File: config.mk
export PLATFORM = sky130hd
export DESIGN_NAME = line_follower_pid_drive
export DESIGN_NICKNAME = d
export VERILOG_FILES = /design/src/rtl/lfpd_pkg.sv /design/src/rtl/lfpd_div.sv /design/src/rtl/lfpd_mac.sv /design/src/rtl/line_follower_pid_drive.sv
export SDC_FILE = /design/constraint.sdc
export NUM_CORES = 2
export LEC_CHECK = 0
export BUFFER_PORTS_ARGS = -buffer_cell sky130_fd_sc_hd__buf_4
export CORE_ASPECT_RATIO = 1.25
export CORE_MARGIN = 8
export CORE_UTILIZATION = 65
export DETAILED_ROUTE_END_ITERATION = 12
export GPL_TIMING_DRIVEN = 1
export PLACE_DENSITY = 0.81
export SLEW_MARGIN = 20
export SYNTH_ARGS = -nofsm -noshare
export SYNTH_HDL_FRONTEND = slang
export SYNTH_SLANG_ARGS = --single-unit
File: constraint.sdc
create_clock -name i_clk -period 26.6 [get_ports i_clk]
set_input_delay 5.32 -clock i_clk [delete_from_list [all_inputs] [get_ports i_clk]]
set_output_delay 5.32 -clock i_clk [all_outputs]
set_load 0.01 [all_outputs]
File: src/rtl/lfpd_pkg.sv
`timescale 1ns / 1ps
// ----------------------------------------------------------------------------
// lfpd_pkg
// Shared types and constants of the line follower PID drive.
// ----------------------------------------------------------------------------
package lfpd_pkg;

    localparam int GAIN_W    = 24;
    localparam int SPEED_W   = 7;
    localparam int ACC_W     = 48;
    localparam int FRAC_W    = 16;
    localparam int ERR_W     = 14;
    localparam int POS_W     = 13;
    localparam int CMP_W     = 10;
    localparam int SUM_W     = 16;
    localparam int LIT_W     = 4;
    localparam int CFG_IDX_W = 8;

    localparam logic [CFG_IDX_W-1:0] REG_GAIN_P     = 8'd0;
    localparam logic [CFG_IDX_W-1:0] REG_GAIN_I     = 8'd1;
    localparam logic [CFG_IDX_W-1:0] REG_GAIN_D     = 8'd2;
    localparam logic [CFG_IDX_W-1:0] REG_GAIN_R     = 8'd3;
    localparam logic [CFG_IDX_W-1:0] REG_BASE_LEFT  = 8'd4;
    localparam logic [CFG_IDX_W-1:0] REG_BASE_RIGHT = 8'd5;
    localparam logic [CFG_IDX_W-1:0] REG_MAX_LEFT   = 8'd6;
    localparam logic [CFG_IDX_W-1:0] REG_MAX_RIGHT  = 8'd7;

    localparam int SENSOR_STEP = 1000;
    localparam int CENTER_POS  = 4500;
    localparam int IDLE_LIMIT  = 25;
    localparam int COMPARE_MAX = 1000;

    localparam logic signed [ACC_W-1:0] TURN_FAST = 48'sd100;
    localparam logic signed [ACC_W-1:0] TURN_BACK = -48'sd20;
    localparam logic signed [ACC_W-1:0] SLOW_FAST = 48'sd70;
    localparam logic signed [ACC_W-1:0] SLOW_BACK = -48'sd53;

    typedef struct packed {
        logic start;
        logic clr;
    } t_mac_ctl;

    typedef enum logic [1:0] {
        PH_P = 2'd0,
        PH_I = 2'd1,
        PH_D = 2'd2,
        PH_R = 2'd3
    } t_phase;

    // divide by 2^16, rounding toward zero
    function automatic logic signed [ACC_W-1:0] f_trunc16(input logic signed [ACC_W-1:0] x);
        logic signed [ACC_W-1:0] t;
        t = x[ACC_W-1] ? (x + $signed(ACC_W'((1 << FRAC_W) - 1))) : x;
        return t >>> FRAC_W;
    endfunction

    function automatic logic signed [ACC_W-1:0] f_ext_speed(input logic [SPEED_W-1:0] v);
        return $signed({{(ACC_W-SPEED_W){1'b0}}, v});
    endfunction

endpackage

File: src/rtl/lfpd_div.sv
`timescale 1ns / 1ps
// ----------------------------------------------------------------------------
// lfpd_div
// Restoring divider, one quotient bit per cycle: weight sum over lit count.
// ----------------------------------------------------------------------------
module lfpd_div (
    input  logic                         i_clk,
    input  logic                         i_rst_n,
    input  logic                         i_start,
    input  logic [lfpd_pkg::SUM_W-1:0]   i_dividend,
    input  logic [lfpd_pkg::LIT_W-1:0]   i_divisor,
    output logic                         o_done,
    output logic [lfpd_pkg::POS_W-1:0]   o_quot
);
    import lfpd_pkg::*;

    localparam int CNT_W = $clog2(SUM_W);

    logic             r_busy, r_done;
    logic [CNT_W-1:0] r_cnt;
    logic [SUM_W-1:0] r_q;
    logic [LIT_W-1:0] r_rem, r_div;
    logic [LIT_W:0]   w_trial;
    logic             w_ge;

    assign w_trial = {r_rem, r_q[SUM_W-1]};
    assign w_ge    = (w_trial >= {1'b0, r_div});

    always_ff @(posedge i_clk) begin
        if (!i_rst_n) begin
            r_busy <= 1'b0;
            r_done <= 1'b0;
            r_cnt  <= '0;
        end else begin
            r_done <= 1'b0;
            if (i_start) begin
                r_busy <= 1'b1;
                r_cnt  <= '0;
            end else if (r_busy) begin
                r_cnt <= r_cnt + 1'b1;
                if (r_cnt == CNT_W'(SUM_W - 1)) begin
                    r_busy <= 1'b0;
                    r_done <= 1'b1;
                end
            end
        end
    end

    always_ff @(posedge i_clk) begin
        if (i_start) begin
            r_q   <= i_dividend;
            r_div <= i_divisor;
            r_rem <= '0;
        end else if (r_busy) begin
            r_rem <= w_ge ? LIT_W'(w_trial - {1'b0, r_div}) : w_trial[LIT_W-1:0];
            r_q   <= {r_q[SUM_W-2:0], w_ge};
        end
    end

    assign o_done = r_done;
    assign o_quot = r_q[POS_W-1:0];

endmodule

File: src/rtl/lfpd_mac.sv
`timescale 1ns / 1ps
// ----------------------------------------------------------------------------
// lfpd_mac
// Bit-serial multiply-accumulate: one gain bit per cycle, signed multiplicand.
// ----------------------------------------------------------------------------
module lfpd_mac #(
    parameter int MW = 18
) (
    input  logic                                i_clk,
    input  logic                                i_rst_n,
    input  lfpd_pkg::t_mac_ctl                  i_ctl,
    input  logic signed [MW-1:0]                i_mcand,
    input  logic [lfpd_pkg::GAIN_W-1:0]         i_gain,
    output logic                                o_done,
    output logic signed [lfpd_pkg::ACC_W-1:0]   o_acc
);
    import lfpd_pkg::*;

    localparam int CNT_W = $clog2(GAIN_W);

    logic                    r_busy, r_done;
    logic [CNT_W-1:0]        r_cnt;
    logic signed [ACC_W-1:0] r_mc, r_acc;
    logic [GAIN_W-1:0]       r_g;

    always_ff @(posedge i_clk) begin
        if (!i_rst_n) begin
            r_busy <= 1'b0;
            r_done <= 1'b0;
            r_cnt  <= '0;
        end else begin
            r_done <= 1'b0;
            if (i_ctl.start) begin
                r_busy <= 1'b1;
                r_cnt  <= '0;
            end else if (r_busy) begin
                r_cnt <= r_cnt + 1'b1;
                if (r_cnt == CNT_W'(GAIN_W - 1)) begin
                    r_busy <= 1'b0;
                    r_done <= 1'b1;
                end
            end
        end
    end

    always_ff @(posedge i_clk) begin
        if (i_ctl.start) begin
            r_mc <= ACC_W'(i_mcand);
            r_g  <= i_gain;
            if (i_ctl.clr) begin
                r_acc <= '0;
            end
        end else if (r_busy) begin
            if (r_g[0]) begin
                r_acc <= r_acc + r_mc;
            end
            r_mc <= r_mc <<< 1;
            r_g  <= r_g >> 1;
        end
    end

    assign o_done = r_done;
    assign o_acc  = r_acc;

endmodule

File: src/rtl/line_follower_pid_drive.sv
`timescale 1ns / 1ps
// ----------------------------------------------------------------------------
// line_follower_pid_drive
// PID motor drive from 8-sensor line snapshots, bit-serial divide and MACs.
// Per beat: divide (skipped with no sensor lit), history update and sum, then
//   four serial products (P, I, D, R) on one MAC, which dominate; then mix and clamp.
// A new beat is taken only once the last one has left the output state;
//   a new beat is taken while a result waits, the next result stalls until it goes.
// Reset (synchronous, active low): registers to defaults, history cleared,
//   held position 4500, side memory and idle count zero.
// ----------------------------------------------------------------------------
module line_follower_pid_drive #(
    parameter int HISTORY_LEN   = 5,
    parameter int COMPARE_SCALE = 10
) (
    input  logic                              i_clk,
    input  logic                              i_rst_n,
    input  logic                              s_axis_tvalid,
    output logic                              s_axis_tready,
    input  logic [7:0]                        s_axis_tdata,  // sensor_bits
    output logic                              m_axis_tvalid,
    input  logic                              m_axis_tready,
    // left_forward[9:0] left_reverse[19:10] right_forward[29:20]
    // right_reverse[39:30] line_position[52:40] lit_count[56:53] zero pad
    output logic [63:0]                       m_axis_tdata,
    output logic                              m_axis_tuser,  // line_lost
    input  logic                              i_cfg_valid,
    output logic                              o_cfg_ready,
    input  logic [lfpd_pkg::CFG_IDX_W-1:0]    i_cfg_index,
    input  logic [lfpd_pkg::GAIN_W-1:0]       i_cfg_data
);
    import lfpd_pkg::*;

    localparam int SW    = ERR_W + $clog2(HISTORY_LEN + 1);
    localparam int MW    = SW + 1;
    localparam int HIW   = $clog2(HISTORY_LEN + 1);
    localparam int PW    = $clog2(COMPARE_MAX * COMPARE_SCALE + 1);

    typedef enum logic [9:0] {
        S_IDLE = 10'b0000000001,
        S_DIV  = 10'b0000000010,
        S_POS  = 10'b0000000100,
        S_SUM  = 10'b0000001000,
        S_MST  = 10'b0000010000,
        S_MWT  = 10'b0000100000,
        S_MTR  = 10'b0001000000,
        S_XSP  = 10'b0010000000,
        S_CLP  = 10'b0100000000,
        S_OUT  = 10'b1000000000
    } t_state;

    function automatic logic [CMP_W-1:0] f_cmp(input logic signed [ACC_W-1:0] s);
        logic [ACC_W-1:0] mag;
        logic [PW-1:0]    p;
        mag = s[ACC_W-1] ? ACC_W'(-s) : ACC_W'(s);
        p   = PW'(mag[CMP_W-1:0]) * PW'(COMPARE_SCALE);
        if (mag >= ACC_W'(COMPARE_MAX)) begin
            return CMP_W'(COMPARE_MAX);
        end else if (p > PW'(COMPARE_MAX)) begin
            return CMP_W'(COMPARE_MAX);
        end else begin
            return p[CMP_W-1:0];
        end
    endfunction

    t_state r_state;
    t_phase r_ph;

    logic [GAIN_W-1:0]  r_gp, r_gi, r_gd, r_gr;
    logic [SPEED_W-1:0] r_bl, r_br, r_ml, r_mr;

    logic signed [ERR_W-1:0] r_hist [HISTORY_LEN:0];
    logic [POS_W-1:0]        r_held, r_pos;
    logic                    r_side;
    logic [7:0]              r_idle;
    logic [LIT_W-1:0]        r_lit;
    logic [HIW-1:0]          r_cnt;

    logic signed [ERR_W-1:0] r_err;
    logic signed [ERR_W:0]   r_d;
    logic signed [SW-1:0]    r_isum;
    logic [SW-1:0]           r_rsum;
    logic signed [ACC_W-1:0] r_pid, r_rp, r_m, r_xl, r_xr, r_sl, r_sr;

    logic                    r_ov;
    logic [63:0]             r_odata;
    logic                    r_olost;

    logic [SUM_W-1:0]        w_sum;
    logic [LIT_W-1:0]        w_lit;
    logic                    w_acc;
    logic                    w_div_done;
    logic [POS_W-1:0]        w_quot;
    t_mac_ctl                w_ctl;
    logic signed [MW-1:0]    w_mcand;
    logic [GAIN_W-1:0]       w_gain;
    logic                    w_mac_done;
    logic signed [ACC_W-1:0] w_mac_acc;
    logic signed [ERR_W-1:0] w_err, w_e;
    logic signed [SW-1:0]    w_e_ext;
    logic signed [ACC_W-1:0] w_tl, w_tr, w_cl, w_cr;
    logic                    w_lost;
    logic                    w_out_free;

    assign w_acc        = s_axis_tvalid && s_axis_tready;
    assign s_axis_tready = (r_state == S_IDLE);
    assign o_cfg_ready   = 1'b1;
    assign w_out_free    = !r_ov || m_axis_tready;
    assign w_lost        = (r_lit == '0);

    always_comb begin
        w_sum = '0;
        w_lit = '0;
        for (int k = 0; k < 8; k++) begin
            if (s_axis_tdata[k]) begin
                w_sum = w_sum + SUM_W'(SENSOR_STEP * (k + 1));
                w_lit = w_lit + 1'b1;
            end
        end
    end

    lfpd_div u_div (
        .i_clk      (i_clk),
        .i_rst_n    (i_rst_n),
        .i_start    (w_acc && (w_lit != '0)),
        .i_dividend (w_sum),
        .i_divisor  (w_lit),
        .o_done     (w_div_done),
        .o_quot     (w_quot)
    );

    always_comb begin
        w_ctl.start = (r_state == S_MST);
        w_ctl.clr   = (r_ph == PH_P) || (r_ph == PH_R);
        unique case (r_ph)
            PH_P: begin
                w_mcand = MW'(r_err);
                w_gain  = r_gp;
            end
            PH_I: begin
                w_mcand = MW'(r_isum);
                w_gain  = r_gi;
            end
            PH_D: begin
                w_mcand = MW'(r_d);
                w_gain  = r_gd;
            end
            PH_R: begin
                w_mcand = $signed({1'b0, r_rsum});
                w_gain  = r_gr;
            end
            default: begin
                w_mcand = '0;
                w_gain  = '0;
            end
        endcase
    end

    lfpd_mac #(.MW(MW)) u_mac (
        .i_clk   (i_clk),
        .i_rst_n (i_rst_n),
        .i_ctl   (w_ctl),
        .i_mcand (w_mcand),
        .i_gain  (w_gain),
        .o_done  (w_mac_done),
        .o_acc   (w_mac_acc)
    );

    assign w_err   = $signed(ERR_W'(CENTER_POS)) - $signed({1'b0, r_pos});
    assign w_e     = r_hist[r_cnt];
    assign w_e_ext = SW'(w_e);

    always_comb begin
        w_tl = f_trunc16(r_xl);
        w_tr = f_trunc16(r_xr);
        w_cl = (w_tl > f_ext_speed(r_ml)) ? f_ext_speed(r_ml) : w_tl;
        w_cr = (w_tr > f_ext_speed(r_mr)) ? f_ext_speed(r_mr) : w_tr;
        if (w_lost) begin
            if (r_idle < 8'(IDLE_LIMIT)) begin
                w_cl = r_side ? TURN_FAST : TURN_BACK;
                w_cr = r_side ? TURN_BACK : TURN_FAST;
            end else begin
                w_cl = r_side ? SLOW_FAST : SLOW_BACK;
                w_cr = r_side ? SLOW_BACK : SLOW_FAST;
            end
        end
    end

    // configuration registers
    always_ff @(posedge i_clk) begin
        if (!i_rst_n) begin
            r_gp <= 24'd131;
            r_gi <= 24'd66;
            r_gd <= 24'd983040;
            r_gr <= 24'd0;
            r_bl <= 7'd92;
            r_br <= 7'd92;
            r_ml <= 7'd100;
            r_mr <= 7'd100;
        end else if (i_cfg_valid) begin
            unique case (i_cfg_index)
                REG_GAIN_P:     r_gp <= i_cfg_data;
                REG_GAIN_I:     r_gi <= i_cfg_data;
                REG_GAIN_D:     r_gd <= i_cfg_data;
                REG_GAIN_R:     r_gr <= i_cfg_data;
                REG_BASE_LEFT:  r_bl <= i_cfg_data[SPEED_W-1:0];
                REG_BASE_RIGHT: r_br <= i_cfg_data[SPEED_W-1:0];
                REG_MAX_LEFT:   r_ml <= i_cfg_data[SPEED_W-1:0];
                REG_MAX_RIGHT:  r_mr <= i_cfg_data[SPEED_W-1:0];
                default: ;
            endcase
        end
    end

    // sequencer and loop state
    always_ff @(posedge i_clk) begin
        if (!i_rst_n) begin
            r_state <= S_IDLE;
            r_ph    <= PH_P;
            r_held  <= POS_W'(CENTER_POS);
            r_side  <= 1'b0;
            r_idle  <= '0;
            r_ov    <= 1'b0;
            for (int k = 0; k <= HISTORY_LEN; k++) begin
                r_hist[k] <= '0;
            end
        end else begin
            if ((r_state == S_OUT) && w_out_free) begin
                r_ov <= 1'b1;
            end else if (r_ov && m_axis_tready) begin
                r_ov <= 1'b0;
            end
            unique case (r_state)
                S_IDLE: begin
                    if (w_acc) begin
                        r_lit <= w_lit;
                        if (s_axis_tdata[0]) r_side <= 1'b1;
                        if (s_axis_tdata[7]) r_side <= 1'b0;
                        if (w_lit == '0) begin
                            r_pos   <= r_held;
                            r_state <= S_POS;
                        end else begin
                            r_state <= S_DIV;
                        end
                    end
                end
                S_DIV: begin
                    if (w_div_done) begin
                        r_pos   <= w_quot;
                        r_state <= S_POS;
                    end
                end
                S_POS: begin
                    if (w_lost) begin
                        if (r_idle != 8'hFF) r_idle <= r_idle + 1'b1;
                    end else begin
                        r_held <= r_pos;
                        r_idle <= '0;
                    end
                    for (int k = HISTORY_LEN; k > 0; k--) begin
                        r_hist[k] <= r_hist[k-1];
                    end
                    r_hist[0] <= w_err;
                    r_err     <= w_err;
                    r_d       <= (ERR_W+1)'(w_err) - (ERR_W+1)'(r_hist[0]);
                    r_isum    <= '0;
                    r_rsum    <= '0;
                    r_cnt     <= '0;
                    r_state   <= S_SUM;
                end
                S_SUM: begin
                    r_isum <= r_isum + w_e_ext;
                    r_rsum <= r_rsum + (w_e_ext[SW-1] ? SW'(-w_e_ext) : SW'(w_e_ext));
                    r_cnt  <= r_cnt + 1'b1;
                    if (r_cnt == HIW'(HISTORY_LEN - 1)) begin
                        r_ph    <= PH_P;
                        r_state <= S_MST;
                    end
                end
                S_MST: begin
                    r_state <= S_MWT;
                end
                S_MWT: begin
                    if (w_mac_done) begin
                        unique case (r_ph)
                            PH_P: begin
                                r_ph    <= PH_I;
                                r_state <= S_MST;
                            end
                            PH_I: begin
                                r_ph    <= PH_D;
                                r_state <= S_MST;
                            end
                            PH_D: begin
                                r_pid   <= w_mac_acc;
                                r_ph    <= PH_R;
                                r_state <= S_MST;
                            end
                            PH_R: begin
                                r_rp    <= w_mac_acc;
                                r_state <= S_MTR;
                            end
                            default: r_state <= S_IDLE;
                        endcase
                    end
                end
                S_MTR: begin
                    r_m     <= f_trunc16(r_pid);
                    r_state <= S_XSP;
                end
                S_XSP: begin
                    r_xl    <= ((f_ext_speed(r_bl) + r_m) <<< FRAC_W) - r_rp;
                    r_xr    <= ((f_ext_speed(r_br) - r_m) <<< FRAC_W) - r_rp;
                    r_state <= S_CLP;
                end
                S_CLP: begin
                    r_sl    <= w_cl;
                    r_sr    <= w_cr;
                    r_state <= S_OUT;
                end
                S_OUT: begin
                    if (w_out_free) begin
                        r_odata <= {7'd0, r_lit, r_pos,
                                    r_sr[ACC_W-1] ? f_cmp(r_sr) : CMP_W'(0),
                                    r_sr[ACC_W-1] ? CMP_W'(0) : f_cmp(r_sr),
                                    r_sl[ACC_W-1] ? f_cmp(r_sl) : CMP_W'(0),
                                    r_sl[ACC_W-1] ? CMP_W'(0) : f_cmp(r_sl)};
                        r_olost <= w_lost;
                        r_state <= S_IDLE;
                    end
                end
                default: r_state <= S_IDLE;
            endcase
        end
    end

    assign m_axis_tvalid = r_ov;
    assign m_axis_tdata  = r_odata;
    assign m_axis_tuser  = r_olost;

endmodule
==> results.cfg <==
[timing]
clock_skew_ps = 22.2
grt_setup_unrepaired = false
finalHoldViolCount = 0
slew_headroom_pct = 24.6
timing.final.ws_setup_ps = 16580
finalSetupViolations = 0
slew_viol_final = 0
min_period_ps = 10020
period_share_pct = 37.7
tns_ps = 0
fmax_ghz = 0.0998
worst_slew_pin_slew_ps = 1130

[global_route]
antenna_found_initial = 0
grt_pass1_wl_um = 175000
grt_pass1_vias = 34500
grt_max_degree = 101
grt_usage_pct = 26.2
gr-total-overflow = 0

[pwr]
power_frac_seq_pct = 50.0
p_clk_share_pct = 39.7
intPower_mw = 2.17
swShare_pct = 24.0
p_leak_nw = 19.2
max-vdd-ir-drop_mv = 0.0701
combPwrFrac_pct = 10.3
power_density_mw_per_mm2 = 56.3
p_switching_uw = 686
power.total_mw = 2.85

[logic_synthesis]
synth_area_mm2 = 0.0465
yosysTopAreaCellShare_pct = 40.9
synth_cell_type_count = 104
yosysWarnings = 0
synthFlopType = edfxtp_1
synth.most_common_cell = edfxtp_1
ys_seq_area_share_pct = 48.6
synth_edf_count = 633
ys_top_cells_by_count = 633 x edfxtp_1, 578 x nand2_1, 376 x nor2_1
ys_ff_latch = 812
netlist_instances = 4648
synth_largest_area_cell = edfxtp_1
synth.avg_cell_area_um2 = 10.0
synth_area_leaders = edfxtp_1 41%, dfxtp_1 7.7%, ha_1 6.7%
async_flop_share_pct = 0

[cts]
cts.path.max_buffers = 3
ctsHtreeMaxLevel = 3
hold_buffers = 0
cts.repair.resized = 0
cts.sinks = 812
clkSlewWorstSetupHoldPaths_ps = 60
clock_latency_ps = 640
cts_buffers = 78
cts_tree = built
root_buffer = clkbuf_16
post-cts-setup-buffer-count = 0

[critical_path]
cp_common_cell = ha_1
end_kind = flip-flop
path_max_fanout = 14
crit_type = input port to flip-flop
start_kind = input port
crit_family = adder cells
r2r_slack_ps = 20800
slowest_delay_ps = 600
worstPathRequired_ps = 26870
cpMaxStageDelayCell = nor2_2
arrival_ps = 10290
path_cells = buf_4 -> inv_1 -> ha_1 -> nand2_1 -> o21ai_0 -> inv_1 -> ha_1 -> nand2_1 -> o21ai_0 -> ha_1 -> mux2_2 -> ha_1 -> mux2_2 -> ha_1 -> mux2_2 -> ha_1 -> nand2_1 -> xnor2_1 -> xnor2_1 -> nor4_1 -> buf_4 -> a32oi_1 -> nor2_2
critPathBufInv = 4

[layout]
fin_area_mm2 = 0.0507
fillerInstances = 4991
final_layout_size_suffix_gt1_share_pct = 7.64
nets = 4980
antenna_cells = 0
area_growth_pct = 8.88
post-route-util_pct = 71.6

[job]
max-cap-violations = 0

[die]
start_util_pct = 65.7
rows = 109
core_area_mm2 = 0.0708
fp.dieH_um = 315
fp.dieW_um = 255
die_area_mm2 = 0.0805
ios = 113

[routing]
drtIter0Drc = 2678
drtAntennaViolNets = 0
vias = 34700
drc = 0
dr.pass1.iters = 8
drt-total-wl_um = 108000
via_per_inst = 6.11
routedWlPerCell_um = 19.0

[outcome]
outcome = complete, no violations

[placed_design]
hpwlAfterDp_um = 77300
gp_congestion = 0.925
place_area_mm2 = 0.0480
io_buffers = 100
dp_slack_ps = 15600

[worst_hold_path]
holdCritPathClass = flip-flop to flip-flop
-- layout by cell type (no fill, tap or decap), types with 39 or more instances in the layout --
cell / Yosys / final
nand4_1: 50 / 50
and2_1: 99 / 99
and3_1: 50 / 49
buf_4: 12 / 135
a21o_1: 70 / 70
edfxtp_1: 633 / 633
nand2_1: 578 / 576
clkbuf_16: 0 / 80
nand2b_1: 39 / 39
xnor2_1: 283 / 283
o21ai_0: 246 / 244
inv_1: 231 / 230
a21oi_1: 354 / 354
nor3_1: 87 / 86
dfxtp_1: 179 / 178
mux2i_1: 65 / 65
nor2b_1: 41 / 41
xor2_1: 128 / 128
ha_1: 250 / 249
nor2_1: 376 / 372
nand3_1: 112 / 111
-- sequential cells by signal (all words and copies together) (netlist names), 32 cells and up, named ones only --
signal	flops
m_axis_tdata	53
r_hist	84
r_m	32
r_pid	48
r_rp	48
r_sl	32
r_sr	32
r_xl	48
r_xr	32
u_mac.o_acc	48
u_mac.r_mc	48
-- per-stage QoR --
step	hold WS, ps	std cells
4_1_cts	452	5681
3_3_place_gp	435	5538
5_1_grt	470	5682
6_report	451	5682
2_1_floorplan	417	4660
3_5_place_dp	444	5538
-- cells by family after synthesis --
group                      count (synthesis)  synth area share (%)
AOI/OAI and AO/OA                       1005                  13.4
xor gates and xnor gates                 414                  7.87
adders and majority gates                260                  7.13
buffers and inverters                    433                  3.64
DFF                                      812                  48.6
muxes                                    107                  2.75
other                                      2                0.0161
and+or+nand+nor                         1615                  16.6
-- cell type report --
cell class	count	area, um^2	area share [%]
inverter	233	877	1.73
sequential	812	22600	44.6
tap	943	1180	2.33
clock inverter	40	442	0.872
timing repair buffer	136	1040	2.05
clock buffer	103	2150	4.25
multi-input combinational	3415	22400	44.2
-- power groups by stage --
stage               registers (mW)  clock network, mW  logic [mW]
finish                        1.43               1.13       0.294
global route                  1.43               1.19       0.330
CTS                           1.43               1.14       0.293
detailed placement            1.45                  0       0.290
global placement              1.45                  0       0.281
floorplan                     1.44                  0       0.227
-- final timing paths --
kind                   startpoint   endpoint  depth (start not counted)
setup / recovery  s_axis_tdata[0]   r_pos[3]                         23
hold / removal          r_held[1]  r_held[1]                          2
setup reg to reg           r_m[1]   r_xr[47]                         25
hold reg to reg         r_held[1]  r_held[1]                          2
-- layer usage --
metal | up-vias | track usage [%] | wire (um)
li1 | 16800 | - | -
met4 | 0 | 13.1 | 5170
met1 | 16700 | 29.3 | 41600
met3 | 243 | 3.38 | 4690
met2 | 990 | 48.7 | 56600
met5 | - | 0 | 0
-- worst min-delay path: cells and delay by family, from the launching register on --
kind	cells	cell delay [ps]
DFF	1	310
and+or+nand+nor	1	50
AOI/OAI and AO/OA	1	50
Note: power is estimated with default switching activity, not from simulation.
